===== src/ccrg_pkg.sv =====
// Shared types, register indexes and pattern tables for the colour cycle ramp generator.
// No dependencies; used by ccrg_divider and colour_cycle_ramp_generator_top.
package ccrg_pkg;

   localparam int PERIOD_W    = 16;
   localparam int PATTERN_W   = 3;
   localparam int LEVEL_W     = 8;
   localparam int CSR_INDEX_W = 8;
   localparam int DIVIDEND_W  = PERIOD_W + LEVEL_W;

   localparam logic [PERIOD_W-1:0]  PERIOD_RESET  = 16'd60;
   localparam logic [PATTERN_W-1:0] PATTERN_RESET = 3'd0;
   localparam logic [LEVEL_W-1:0]   LEVEL_FULL    = 8'hFF;
   localparam logic [LEVEL_W-1:0]   LEVEL_ZERO    = 8'h00;

   typedef enum logic [CSR_INDEX_W-1:0] {
      REG_RAMP_PERIOD    = 8'd0,
      REG_PATTERN_SELECT = 8'd1
   } csr_index_type;

   typedef enum logic [2:0] {
      CH_ZERO     = 3'd0,
      CH_FULL     = 3'd1,
      CH_UP       = 3'd2,
      CH_DOWN     = 3'd3,
      CH_UPHALF   = 3'd4,
      CH_DOWNHALF = 3'd5
   } chan_kind_type;

   typedef struct packed {
      chan_kind_type red;
      chan_kind_type green;
      chan_kind_type blue;
   } row_type;

   function automatic row_type mk_row(chan_kind_type r, chan_kind_type g, chan_kind_type b);
      row_type row;
      row.red   = r;
      row.green = g;
      row.blue  = b;
      return row;
   endfunction

   // Channel kinds for one pattern and phase; unused patterns give all zero.
   function automatic row_type row_kinds(logic [PATTERN_W-1:0] pattern, logic [1:0] phase);
      row_type row;
      row = mk_row(CH_ZERO, CH_ZERO, CH_ZERO);
      case (pattern)
         3'd0: begin
            case (phase)
               2'd0:    row = mk_row(CH_FULL, CH_UP,   CH_ZERO);
               2'd1:    row = mk_row(CH_FULL, CH_FULL, CH_UP);
               2'd2:    row = mk_row(CH_FULL, CH_FULL, CH_DOWN);
               default: row = mk_row(CH_FULL, CH_DOWN, CH_ZERO);
            endcase
         end
         3'd1: begin
            case (phase)
               2'd0:    row = mk_row(CH_UP,   CH_ZERO, CH_ZERO);
               2'd1:    row = mk_row(CH_FULL, CH_UP,   CH_ZERO);
               2'd2:    row = mk_row(CH_FULL, CH_DOWN, CH_ZERO);
               default: row = mk_row(CH_DOWN, CH_ZERO, CH_ZERO);
            endcase
         end
         3'd2: begin
            case (phase)
               2'd0:    row = mk_row(CH_UP,   CH_FULL, CH_ZERO);
               2'd1:    row = mk_row(CH_FULL, CH_FULL, CH_UP);
               2'd2:    row = mk_row(CH_FULL, CH_FULL, CH_DOWN);
               default: row = mk_row(CH_DOWN, CH_FULL, CH_ZERO);
            endcase
         end
         3'd3: begin
            case (phase)
               2'd0:    row = mk_row(CH_ZERO, CH_UP,   CH_ZERO);
               2'd1:    row = mk_row(CH_UP,   CH_FULL, CH_ZERO);
               2'd2:    row = mk_row(CH_DOWN, CH_FULL, CH_ZERO);
               default: row = mk_row(CH_ZERO, CH_DOWN, CH_ZERO);
            endcase
         end
         3'd4: begin
            case (phase)
               2'd0:    row = mk_row(CH_FULL, CH_DOWNHALF, CH_FULL);
               2'd1:    row = mk_row(CH_FULL, CH_ZERO,     CH_DOWN);
               2'd2:    row = mk_row(CH_FULL, CH_ZERO,     CH_UP);
               default: row = mk_row(CH_FULL, CH_UPHALF,   CH_FULL);
            endcase
         end
         default: row = mk_row(CH_ZERO, CH_ZERO, CH_ZERO);
      endcase
      return row;
   endfunction

   function automatic logic is_ramp(chan_kind_type kind);
      return kind inside {CH_UP, CH_DOWN, CH_UPHALF, CH_DOWNHALF};
   endfunction

   // Level of one channel given the shared ramp quotient.
   function automatic logic [LEVEL_W-1:0] chan_level(chan_kind_type kind,
                                                     logic [LEVEL_W-1:0] quo,
                                                     logic zero_period);
      logic [LEVEL_W-1:0] lvl;
      case (kind)
         CH_FULL:                                lvl = LEVEL_FULL;
         CH_UP, CH_DOWN, CH_UPHALF, CH_DOWNHALF: lvl = zero_period ? LEVEL_ZERO : quo;
         default:                                lvl = LEVEL_ZERO;
      endcase
      return lvl;
   endfunction

endpackage


===== src/ccrg_divider.sv =====
// Iterative restoring divider with 8-bit saturated quotient for the ramp levels.
// One shared 17-bit subtract/compare, one quotient bit per cycle. Uses ccrg_pkg.
module ccrg_divider (
   input  logic                              clock,
   input  logic                              reset,
   input  logic                              start,
   input  logic [ccrg_pkg::DIVIDEND_W-1:0]   dividend,
   input  logic [ccrg_pkg::PERIOD_W-1:0]     divisor,
   output logic                              done,
   output logic [ccrg_pkg::LEVEL_W-1:0]      quotient
);

   typedef enum logic [1:0] {
      DV_IDLE,
      DV_CHECK,
      DV_STEP
   } dv_state_type;

   dv_state_type                        state_ff, state_in;
   logic [ccrg_pkg::DIVIDEND_W-1:0]     dvd_ff, dvd_in;
   logic [ccrg_pkg::PERIOD_W-1:0]       rem_ff, rem_in;
   logic [ccrg_pkg::LEVEL_W-1:0]        quo_ff, quo_in;
   logic [2:0]                          bit_ff, bit_in;
   logic                                done_ff, done_in;

   logic [ccrg_pkg::LEVEL_W-1:0]        dvd_low;
   logic [ccrg_pkg::PERIOD_W:0]         cmp_a;
   logic [ccrg_pkg::PERIOD_W+1:0]       diff;
   logic                                ge;

   // Shared compare: the saturation check first, then each quotient bit.
   always_comb begin
      dvd_low = dvd_ff[ccrg_pkg::LEVEL_W-1:0];
      if (state_ff == DV_CHECK) begin
         cmp_a = {1'b0, dvd_ff[ccrg_pkg::DIVIDEND_W-1:ccrg_pkg::LEVEL_W]};
      end else begin
         cmp_a = {rem_ff, dvd_low[bit_ff]};
      end
      diff = {1'b0, cmp_a} - {2'b00, divisor};
      ge   = ~diff[ccrg_pkg::PERIOD_W+1];
   end

   always_comb begin
      state_in = state_ff;
      dvd_in   = dvd_ff;
      rem_in   = rem_ff;
      quo_in   = quo_ff;
      bit_in   = bit_ff;
      done_in  = 1'b0;
      case (state_ff)
         DV_IDLE: begin
            if (start) begin
               dvd_in   = dividend;
               state_in = DV_CHECK;
            end
         end
         DV_CHECK: begin
            // quotient of 256 or more saturates
            if (ge) begin
               quo_in   = ccrg_pkg::LEVEL_FULL;
               done_in  = 1'b1;
               state_in = DV_IDLE;
            end else begin
               rem_in   = dvd_ff[ccrg_pkg::DIVIDEND_W-1:ccrg_pkg::LEVEL_W];
               quo_in   = '0;
               bit_in   = 3'd7;
               state_in = DV_STEP;
            end
         end
         DV_STEP: begin
            rem_in = ge ? diff[ccrg_pkg::PERIOD_W-1:0] : cmp_a[ccrg_pkg::PERIOD_W-1:0];
            quo_in = {quo_ff[ccrg_pkg::LEVEL_W-2:0], ge};
            bit_in = bit_ff - 3'd1;
            if (bit_ff == 3'd0) begin
               done_in  = 1'b1;
               state_in = DV_IDLE;
            end
         end
         default: state_in = DV_IDLE;
      endcase
   end

   always_ff @(posedge clock) begin
      if (reset) begin
         state_ff <= DV_IDLE;
         done_ff  <= 1'b0;
      end else begin
         state_ff <= state_in;
         done_ff  <= done_in;
      end
      dvd_ff <= dvd_in;
      rem_ff <= rem_in;
      quo_ff <= quo_in;
      bit_ff <= bit_in;
   end

   assign done     = done_ff;
   assign quotient = quo_ff;

endmodule


===== src/colour_cycle_ramp_generator_top.sv =====
// Colour cycle ramp generator: tick counter, phase, pattern lookup and RGB output register.
// An accepted item goes through divider start, saturation check, eight quotient bits,
// quotient handoff and colour register to rsp_valid; a saturated quotient skips the bits.
// One item at a time, waiting in the colour step while a result is still unaccepted;
// req_ready is low while an item is in work. Synchronous reset sets period 60, pattern 0,
// counter and phase to zero; no clearing pass. Uses ccrg_pkg and ccrg_divider.
module colour_cycle_ramp_generator_top (
   input  logic                                clock,
   input  logic                                reset,
   input  logic                                req_valid,
   output logic                                req_ready,
   input  logic                                req_advance,
   output logic                                rsp_valid,
   input  logic                                rsp_ready,
   output logic [ccrg_pkg::LEVEL_W-1:0]        rsp_red_level,
   output logic [ccrg_pkg::LEVEL_W-1:0]        rsp_green_level,
   output logic [ccrg_pkg::LEVEL_W-1:0]        rsp_blue_level,
   input  logic                                csr_valid,
   output logic                                csr_ready,
   input  logic [ccrg_pkg::CSR_INDEX_W-1:0]    csr_index,
   input  logic [ccrg_pkg::PERIOD_W-1:0]       csr_wdata
);

   typedef enum logic [1:0] {
      ST_IDLE,
      ST_PREP,
      ST_RUN,
      ST_DONE
   } state_type;

   state_type                          state_ff, state_in;
   logic [ccrg_pkg::PERIOD_W-1:0]      period_ff, period_in;
   logic [ccrg_pkg::PATTERN_W-1:0]     pattern_ff, pattern_in;
   logic [ccrg_pkg::PERIOD_W-1:0]      tick_ff, tick_in;
   logic [1:0]                         phase_ff, phase_in;
   logic                               rsp_valid_ff, rsp_valid_in;
   logic [ccrg_pkg::LEVEL_W-1:0]       red_ff, red_in;
   logic [ccrg_pkg::LEVEL_W-1:0]       green_ff, green_in;
   logic [ccrg_pkg::LEVEL_W-1:0]       blue_ff, blue_in;

   logic                               req_accept;
   logic [ccrg_pkg::PERIOD_W:0]        tick_next;
   ccrg_pkg::row_type                  row;
   ccrg_pkg::chan_kind_type            ramp_kind;
   logic [ccrg_pkg::PERIOD_W-1:0]      rest;
   logic [ccrg_pkg::PERIOD_W-1:0]      num;
   logic [ccrg_pkg::DIVIDEND_W-1:0]    dividend;
   logic                               zero_period;
   logic                               div_start;
   logic                               div_done;
   logic [ccrg_pkg::LEVEL_W-1:0]       div_quo;

   assign req_ready   = (state_ff == ST_IDLE);
   assign req_accept  = req_valid && req_ready;
   assign csr_ready   = 1'b1;
   assign zero_period = (period_ff == '0);
   assign tick_next   = {1'b0, tick_ff} + {{ccrg_pkg::PERIOD_W{1'b0}}, 1'b1};

   // Each row holds at most one ramp kind, so one division serves all channels.
   always_comb begin
      row = ccrg_pkg::row_kinds(pattern_ff, phase_ff);
      if (ccrg_pkg::is_ramp(row.red)) begin
         ramp_kind = row.red;
      end else if (ccrg_pkg::is_ramp(row.green)) begin
         ramp_kind = row.green;
      end else begin
         ramp_kind = row.blue;
      end
      rest = (period_ff >= tick_ff) ? (period_ff - tick_ff) : '0;
      num  = (ramp_kind == ccrg_pkg::CH_UP || ramp_kind == ccrg_pkg::CH_UPHALF) ? tick_ff : rest;
      if (ramp_kind == ccrg_pkg::CH_UPHALF || ramp_kind == ccrg_pkg::CH_DOWNHALF) begin
         dividend = {1'b0, num, 7'd0};
      end else begin
         // times 255 as times 256 minus one
         dividend = {num, 8'd0} - {8'd0, num};
      end
   end

   assign div_start = (state_ff == ST_PREP);

   ccrg_divider u_divider (
      .clock    (clock),
      .reset    (reset),
      .start    (div_start),
      .dividend (dividend),
      .divisor  (period_ff),
      .done     (div_done),
      .quotient (div_quo)
   );

   always_comb begin
      state_in     = state_ff;
      period_in    = period_ff;
      pattern_in   = pattern_ff;
      tick_in      = tick_ff;
      phase_in     = phase_ff;
      rsp_valid_in = rsp_valid_ff;
      red_in       = red_ff;
      green_in     = green_ff;
      blue_in      = blue_ff;

      if (csr_valid && csr_ready) begin
         case (csr_index)
            ccrg_pkg::REG_RAMP_PERIOD:    period_in  = csr_wdata;
            ccrg_pkg::REG_PATTERN_SELECT: pattern_in = csr_wdata[ccrg_pkg::PATTERN_W-1:0];
            default: ;
         endcase
      end

      if (rsp_valid_ff && rsp_ready) begin
         rsp_valid_in = 1'b0;
      end

      case (state_ff)
         ST_IDLE: begin
            if (req_accept) begin
               if (req_advance) begin
                  if (tick_next >= {1'b0, period_ff}) begin
                     tick_in  = '0;
                     phase_in = phase_ff + 2'd1;
                  end else begin
                     tick_in = tick_next[ccrg_pkg::PERIOD_W-1:0];
                  end
               end
               state_in = ST_PREP;
            end
         end
         ST_PREP: state_in = ST_RUN;
         ST_RUN: begin
            if (div_done) begin
               state_in = ST_DONE;
            end
         end
         ST_DONE: begin
            // hold until the output register is free
            if (!rsp_valid_ff || rsp_ready) begin
               rsp_valid_in = 1'b1;
               red_in       = ccrg_pkg::chan_level(row.red, div_quo, zero_period);
               green_in     = ccrg_pkg::chan_level(row.green, div_quo, zero_period);
               blue_in      = ccrg_pkg::chan_level(row.blue, div_quo, zero_period);
               state_in     = ST_IDLE;
            end
         end
         default: state_in = ST_IDLE;
      endcase
   end

   always_ff @(posedge clock) begin
      if (reset) begin
         state_ff     <= ST_IDLE;
         period_ff    <= ccrg_pkg::PERIOD_RESET;
         pattern_ff   <= ccrg_pkg::PATTERN_RESET;
         tick_ff      <= '0;
         phase_ff     <= 2'd0;
         rsp_valid_ff <= 1'b0;
      end else begin
         state_ff     <= state_in;
         period_ff    <= period_in;
         pattern_ff   <= pattern_in;
         tick_ff      <= tick_in;
         phase_ff     <= phase_in;
         rsp_valid_ff <= rsp_valid_in;
      end
      red_ff   <= red_in;
      green_ff <= green_in;
      blue_ff  <= blue_in;
   end

   assign rsp_valid       = rsp_valid_ff;
   assign rsp_red_level   = red_ff;
   assign rsp_green_level = green_ff;
   assign rsp_blue_level  = blue_ff;

endmodule


===== config.mk =====
export PLATFORM = sky130hd
export DESIGN_NAME = colour_cycle_ramp_generator_top
export DESIGN_NICKNAME = d
export VERILOG_FILES = /design/src/ccrg_pkg.sv /design/src/ccrg_divider.sv /design/src/colour_cycle_ramp_generator_top.sv
export SDC_FILE = /design/constraint.sdc
export NUM_CORES = 1
export LEC_CHECK = 0
export ABC_AREA = 1
export ABC_CLOCK_PERIOD_IN_PS = 4400
export BUFFER_PORTS_ARGS = -buffer_cell sky130_fd_sc_hd__buf_2
export CORE_MARGIN = 3
export CORE_UTILIZATION = 30
export DETAILED_ROUTE_END_ITERATION = 10
export PLACE_DENSITY = 0.48
export SYNTH_ARGS = -nofsm -noshare
export SYNTH_HDL_FRONTEND = slang
export SYNTH_SLANG_ARGS = --single-unit

===== constraint.sdc =====
create_clock -name clock -period 4.4 [get_ports clock]
set_input_delay 0.22 -clock clock [delete_from_list [all_inputs] [get_ports clock]]
set_output_delay 0.22 -clock clock [all_outputs]
set_load 0.01 [all_outputs]

# == After elaboration in Yosys (flattened, before gate mapping) ==
# Index checks and enable logic that the tools add are counted.
# totals
latch_bits,0
reg_bits,118
output_inout_bits,27
inputBits,30
romBits,0
memories,0
wordCells,130
mem_bits_rw,0
# classes
order_cmp,3
mul,0
bitwise_logic,1
n_eq_ne,36
n_reduce_logical,28
div_mod_pow,0
n_shift,0
mux,40
add_sub_neg,6
# ops
operator,n
$mux W16,5
$pmux W8 S3,3
$pmux W8 S2,4
$pmux W9 S5,1
$pmux W16 S2,1
$eq A3 B2 Y1 const B,9
$eq A3 B3 Y1 const B,9
$sub A24 B16 Y24,1
$mux W23,1
$pmux W6 S3,1
$sub A17 B16 Y18,1
$add A16 B1 Y17 const B,1
$ge A17 B16 Y1,1
$mux W17,1
$ge A16 B16 Y1,1
$logic_not A16 Y1,1
$mux W8,2
$sub A16 B16 Y16,1
$pmux W5 S3,1
$eq A3 B1 Y1 const B,4
$mux W2,6
$reduce_and A2 Y1,6
$reduce_or A4 Y1,3
$mux W3,3
other kinds (25),47

# == Logic depth before layout (Yosys ltp) ==
# logic_depth
depth_word,12
ltp_mapped,29

# == Cells and area by module ==
# Synthesis repeated with hierarchy kept, for this count alone.
# hier_totals
hier_cells,1412
area_unflattened_um2,9586.7
# by_module_without_submodules
mod,area_each_um2,cells_per_inst,n_inst
colour_cycle_ramp_generator_top,5926.9,931,1
ccrg_divider,3659.8,481,1

# == Least setup slack after synthesis ==
# No wires, ideal clock.
# synth_timing
kind,flip-flop to flip-flop
start,reg u_divider.state_ff[1]
end,reg u_divider.bit_ff[0] (enable)
required_ps,3979
arrival_time_ps,3376
n_path_buf,3
setup_ps,421
stages_incl_launch_ff,20
path_slack_ps,602
path_cell_list,dfxtp_1 > inv_1 > ha_1 > clkbuf_1 > clkbuf_1 > nand2_1 > o21ai_0 > inv_1 > ha_1 > inv_1 > o21ai_0 > a21o_1 > nand4_1 > nand3_1 > nand2_1 > nand3_1 > inv_1 > clkbuf_1 > nand2_1 > o21ai_0
# synth_via
elab_chain_len,5
# synth_lines
element,line_no,rtl
from (decl),ccrg_divider.sv:19,"dv_state_type state_ff, state_in;"
from (signal assigned),ccrg_divider.sv:88,state_ff <= state_in;
$eq A2 B1 Y1,"ccrg_divider.sv:34, ccrg_divider.sv:50",
$mux W17,ccrg_divider.sv:34,if (state_ff == DV_CHECK) begin
$sub A17 B16 Y18,ccrg_divider.sv:39,"diff = {1'b0, cmp_a} - {2'b00, divisor};"
$ne A2 B1 Y1 (no source line),-,
$reduce_and A2 Y1 (no source line) *,-,
to (signal assigned),ccrg_divider.sv:94,bit_ff <= bit_in;
to (decl),ccrg_divider.sv:23,"logic [2:0] bit_ff, bit_in;"
# Mark *: on every way between the ends. The rest lies on a longest branch, timed or not.
# A chain may end at the register's enable or synchronous reset.

# == Worst setup path after layout ==
# layout_timing
start,reg period_ff[0] (netlist name)
end,"reg u_divider.dvd_ff[20] (netlist name), data pin"
# layout_via
elab_chain_len,5
# layout_lines
element,line_no,rtl
from (decl),colour_cycle_ramp_generator_top.sv:32,"logic [ccrg_pkg::PERIOD_W-1:0] period_ff, period_in;"
from (signal assigned),colour_cycle_ramp_generator_top.sv:151,period_ff <= ccrg_pkg::PERIOD_RESET;
from (signal assigned),colour_cycle_ramp_generator_top.sv:158,period_ff <= period_in;
$sub A16 B16 Y16 or $ge A16 B16 Y1 (tied branches),colour_cycle_ramp_generator_top.sv:69,rest = (period_ff >= tick_ff) ? (period_ff - tick_ff) : '0;
$mux W16 *,colour_cycle_ramp_generator_top.sv:69,
$mux W16 *,colour_cycle_ramp_generator_top.sv:70,num = (ramp_kind == ccrg_pkg::CH_UP || ramp_kind == ccrg_pkg::CH_UPHALF) ? tick_ff : rest;
$sub A24 B16 Y24,colour_cycle_ramp_generator_top.sv:75,"dividend = {num, 8'd0} - {8'd0, num};"
$mux W23 *,colour_cycle_ramp_generator_top.sv:71,if (ramp_kind == ccrg_pkg::CH_UPHALF || ramp_kind == ccrg_pkg::CH_DOWNHALF) begin
net dividend (one bit),colour_cycle_ramp_generator_top.sv:47,logic [ccrg_pkg::DIVIDEND_W-1:0] dividend;
to (signal assigned),ccrg_divider.sv:91,dvd_ff <= dvd_in;
to (decl),ccrg_divider.sv:20,"logic [ccrg_pkg::DIVIDEND_W-1:0] dvd_ff, dvd_in;"
# Mark *: on every way through the listed nets, which the timed path passes. The rest lies on a longest branch.

==> implementation parameters <==
Parameter                              Value

Status
  Status    finished clean

Route
  1st-pass router iterations    6
  Avg WL per Cell    15.8 um
  Remaining antenna violation count after routing    0
  Total detailed-routing wirelength    26,500 um
  Via density per instance    roughly 4.7
  Total via count in the routed design    approximately 7,900
  DRC violation count after routing    0
  Number of DRC violations after detailed-routing iteration 0    approximately 440

STA
  Endpoints failing hold    0
  Endpoints failing setup    0
  Pin slew with the least headroom to its limit    1.22 ns
  Setup repair after global routing missed its margin    no
  Time the final worst path needs with I/O delays and setup    3.96 ns
  Setup WS post-layout    0.438 ns
  Worst Clk Skew    0.00894 ns
  Final period util    0.900
  Worst Hold Slack    between 0.02 and 0.03 ns
  Worst max-slew margin expressed relative to the limit    0.187
  Pins over their slew limit    0
  Fmax    roughly 0.25 GHz
  Total negative slack for setup checks    0 ns

Clock tree
  Clock buffer count from CTS    17
  Buffer type at the clock tree root    clkbuf_16
  Hold-fix buffer count after cts    0
  Clock tree from TritonCTS    yes
  Clk sinks    118
  Maximum number of buffers from clock root to sink    2
  Insertion delay of the later-clocked pin in the worst-skew pair    0.42 ns
  H-tree Lvls    4
  Post-CTS clock slew at the launch and capture registers of the worst setup and hold paths    0.06 ns

Finish
  Area Overhead vs Synth    14.9%
  Proportion of layout cells with a drive suffix above 1    0.143
  Area of the multi-input gates    5130 um^2
  Filler cell count    about 3,100
  Nets@finish    1,383
  Number of diodes added for antenna fixing    0
  Sequential cell area in the final layout    3110 um^2

Global routing
  Number of antenna violations at the first check in global routing    0
  Total gr overflow    0
  Vias in the first global route    8,005
  Largest net degree at the start of global routing    30
  Wire length of the first global-routing pass    between 40,000 and 50,000 um
  Overall routing resource usage    0.166

Logic synthesis
  Mapped Nets    1,324
  Synth async-reset ratio    0
  Synthesized area per cell    7.41 um^2
  Cell area after technology mapping    about 9100 um^2
  Number of distinct library cells after synthesis    55
  Count of synthesis-stage warnings from yosys    0
  Post-synthesis instance total    1,223
  Seq cells post-synth    118
  Flip-flop cell with the highest count after synthesis    edfxtp_1
  Seq/Total Area, Yosys    0.344
  Post-synth EDFFs    75

Floorplanning
  # rows    62
  Floorplan die height    180 um
  Effective utilization at floorplan    0.310
  Number of top-level pins    57
  Die Footprint    32,300 um^2
  Horizontal die dimension    180 um
  Core Box Area    slightly below 30,000 um^2

Power and ir drop
  Switching share of power    0.379
  Flop pwr share    0.329
  LEAKAGE    4.74 nW
  Logic gate share of total power    0.374
  Power density over the cells    481 nW/um^2
  Worst-case vdd ir drop    0.000284 V
  Internal power contribution    0.00311 W
  Net switching power of the design    about 0.0019 W
  Share of total power in the clock network    0.297

Placement
  Port buffer count    55
  Half-perimeter wire length after detailed placement    21,000 um
  Placer Congestion    about 0.9
  Post-Place Setup Slack    about 0.14 ns

Critical path
  Kind of critical path    flip-flop to flip-flop
  Critical Path RT    4.57 ns
  Crit path launch type    flip-flop
  Critical path endpoint category    flip-flop
  Data arrival time of the worst path    4.13 ns
  Crit Path Max Fanout    6

Flow run
  Count of maximum capacitance violations    0

Worst hold path
  Class of the worst hold path    input pin to flip-flop
-- kinds of logic (layout without fill, tap and decap cells) --
group | after synthesis | in the layout | synth area share
AND/OR/NAND/NOR | 518 | 518 | 0.268
AO/OA/AOI/OAI | 262 | 262 | 0.156
buffers and inverters | 212 | 284 | 0.0929
flip-flops | 118 | 118 | 0.344
adder cells (fa/ha/maj) | 71 | 71 | 0.0997
XOR/XNOR | 41 | 41 | 0.0396
other | 1 | 1 | 0.000414
-- layer usage --
layer / vias up / track usage / wire, um
met5: - / 0 / 0
met4: 0 / 0.0424 / 333
met3: 21 / 0.0224 / 761
met2: 125 / 0.276 / 12300
met1: 3608 / 0.229 / 13200
li1: 4178 / - / -
-- metrics by stage --
step                cell area (um^2)   util  instances  power (W)
CTS                            10400  0.355       1679    0.00504
detailed placement              9760  0.334       1647    0.00354
floorplan                       9060      -       1223    0.00301
finish                         10400  0.356       1679    0.00501
global placement                9760  0.334       1647    0.00354
global route                   10400  0.356       1679    0.00540
-- placed cells by master (no fill, tap or decap), types with 43 or more instances in the layout --
| cell | n |
|---|---|
| nand2_1 | 282 |
| inv_1 | 177 |
| o21ai_0 | 121 |
| a21oi_1 | 98 |
| edfxtp_1 | 75 |
| nor2_1 | 70 |
| ha_1 | 67 |
| nand3_1 | 58 |
| buf_2 | 55 |
| dfxtp_1 | 43 |
-- worst max-delay path, stage by stage, from the launching register on --
cell	delay, ns
dfxtp_1	0.44
inv_1	0.10
ha_1	0.21
inv_1	0.10
fa_1	0.21
nand3_1	0.11
nand2_2	0.16
nand2_1	0.07
nand2_1	0.11
nand2_1	0.08
nand3_2	0.07
nand2_2	0.11
o22ai_2	0.32
inv_1	0.21
ha_1	0.41
a21oi_1	0.21
o21ai_1	0.12
inv_1	0.06
nor3_1	0.04
nor2_1	0.21
nand3_1	0.11
nand2_1	0.07
nand2_1	0.05
nand2_1	0.05
nand2_1	0.07
-- Yosys cell counts, types with 3 or more instances --
| master | count | area, um^2 |
|---|---|---|
| xnor2_1 | 11 | 96.3 |
| or2_2 | 12 | 75.1 |
| inv_1 | 177 | 664 |
| a211oi_1 | 4 | 30.0 |
| o211ai_1 | 5 | 37.5 |
| nor2_2 | 7 | 43.8 |
| inv_2 | 7 | 26.3 |
| clkbuf_1 | 21 | 78.8 |
| nand4_1 | 16 | 100 |
| o21bai_1 | 5 | 37.5 |
| nand3_1 | 58 | 290 |
| nor4_1 | 9 | 56.3 |
| a21oi_1 | 100 | 500 |
| a31oi_1 | 3 | 18.8 |
| a21o_1 | 4 | 30.0 |
| nand2_4 | 8 | 90.1 |
| o22ai_1 | 3 | 18.8 |
| nor2_4 | 8 | 90.1 |
| nand2_1 | 283 | 1060 |
| xor2_1 | 30 | 263 |
| o21ai_0 | 124 | 621 |
| nand2_2 | 21 | 131 |
| nor3_1 | 7 | 35.0 |
| dfxtp_1 | 43 | 861 |
| ha_1 | 69 | 863 |
| edfxtp_1 | 75 | 2250 |
| nand3_2 | 8 | 80.1 |
| nor2_1 | 70 | 263 |
-- power groups by stage --
| stage | Combinational (W) | Clock, W | Sequential (W) |
|---|---|---|---|
| after global routing | 0.00215 | 0.00157 | 0.00168 |
| final | 0.00187 | 0.00149 | 0.00165 |
| after global placement | 0.00187 | 0 | 0.00167 |
| after detailed placement | 0.00187 | 0 | 0.00167 |
| after CTS | 0.00188 | 0.00151 | 0.00165 |
| after floorplan | 0.00136 | 0 | 0.00165 |
-- state kept, by name (all words and copies together) (netlist names) --
name	count
u_divider.rem_ff	16
phase_ff	2
rsp_red_level	8
rsp_blue_level	8
state_ff	2
u_divider.done	1
period_ff	16
tick_ff	16
rsp_green_level	8
u_divider.dvd_ff	24
u_divider.bit_ff	3
pattern_ff	3
rsp_valid	1
u_divider.quotient	8
u_divider.state_ff	2
-- layout make-up --
cell class                      instances  area share
Timing Repair Buffer                   67      0.0351
Tap cell                              384      0.0462
Clock inverter                         13      0.0166
Sequential cell                       118       0.299
Inverter                              185      0.0667
Clock buffer                           19      0.0435
Multi-Input combinational cell        893       0.493
-- path summary, 6_finish.rpt --
kind           startpoint              endpoint  slack (ns)  cells past startpoint
max          period_ff[0]  u_divider.dvd_ff[20]        0.44                     24
min          csr_wdata[5]          period_ff[5]        0.03                      3
max reg2reg  period_ff[0]  u_divider.dvd_ff[20]        0.44                     24
min reg2reg   phase_ff[0]           phase_ff[0]        0.47                      2
-- timing repair --
action | 4_1_cts | 5_1_grt
gates resized for setup | 0 | 8
buffers inserted | 0 | 0
endpoints found under the setup margin | 0 | 11
(Power assumes the default switching activity.)
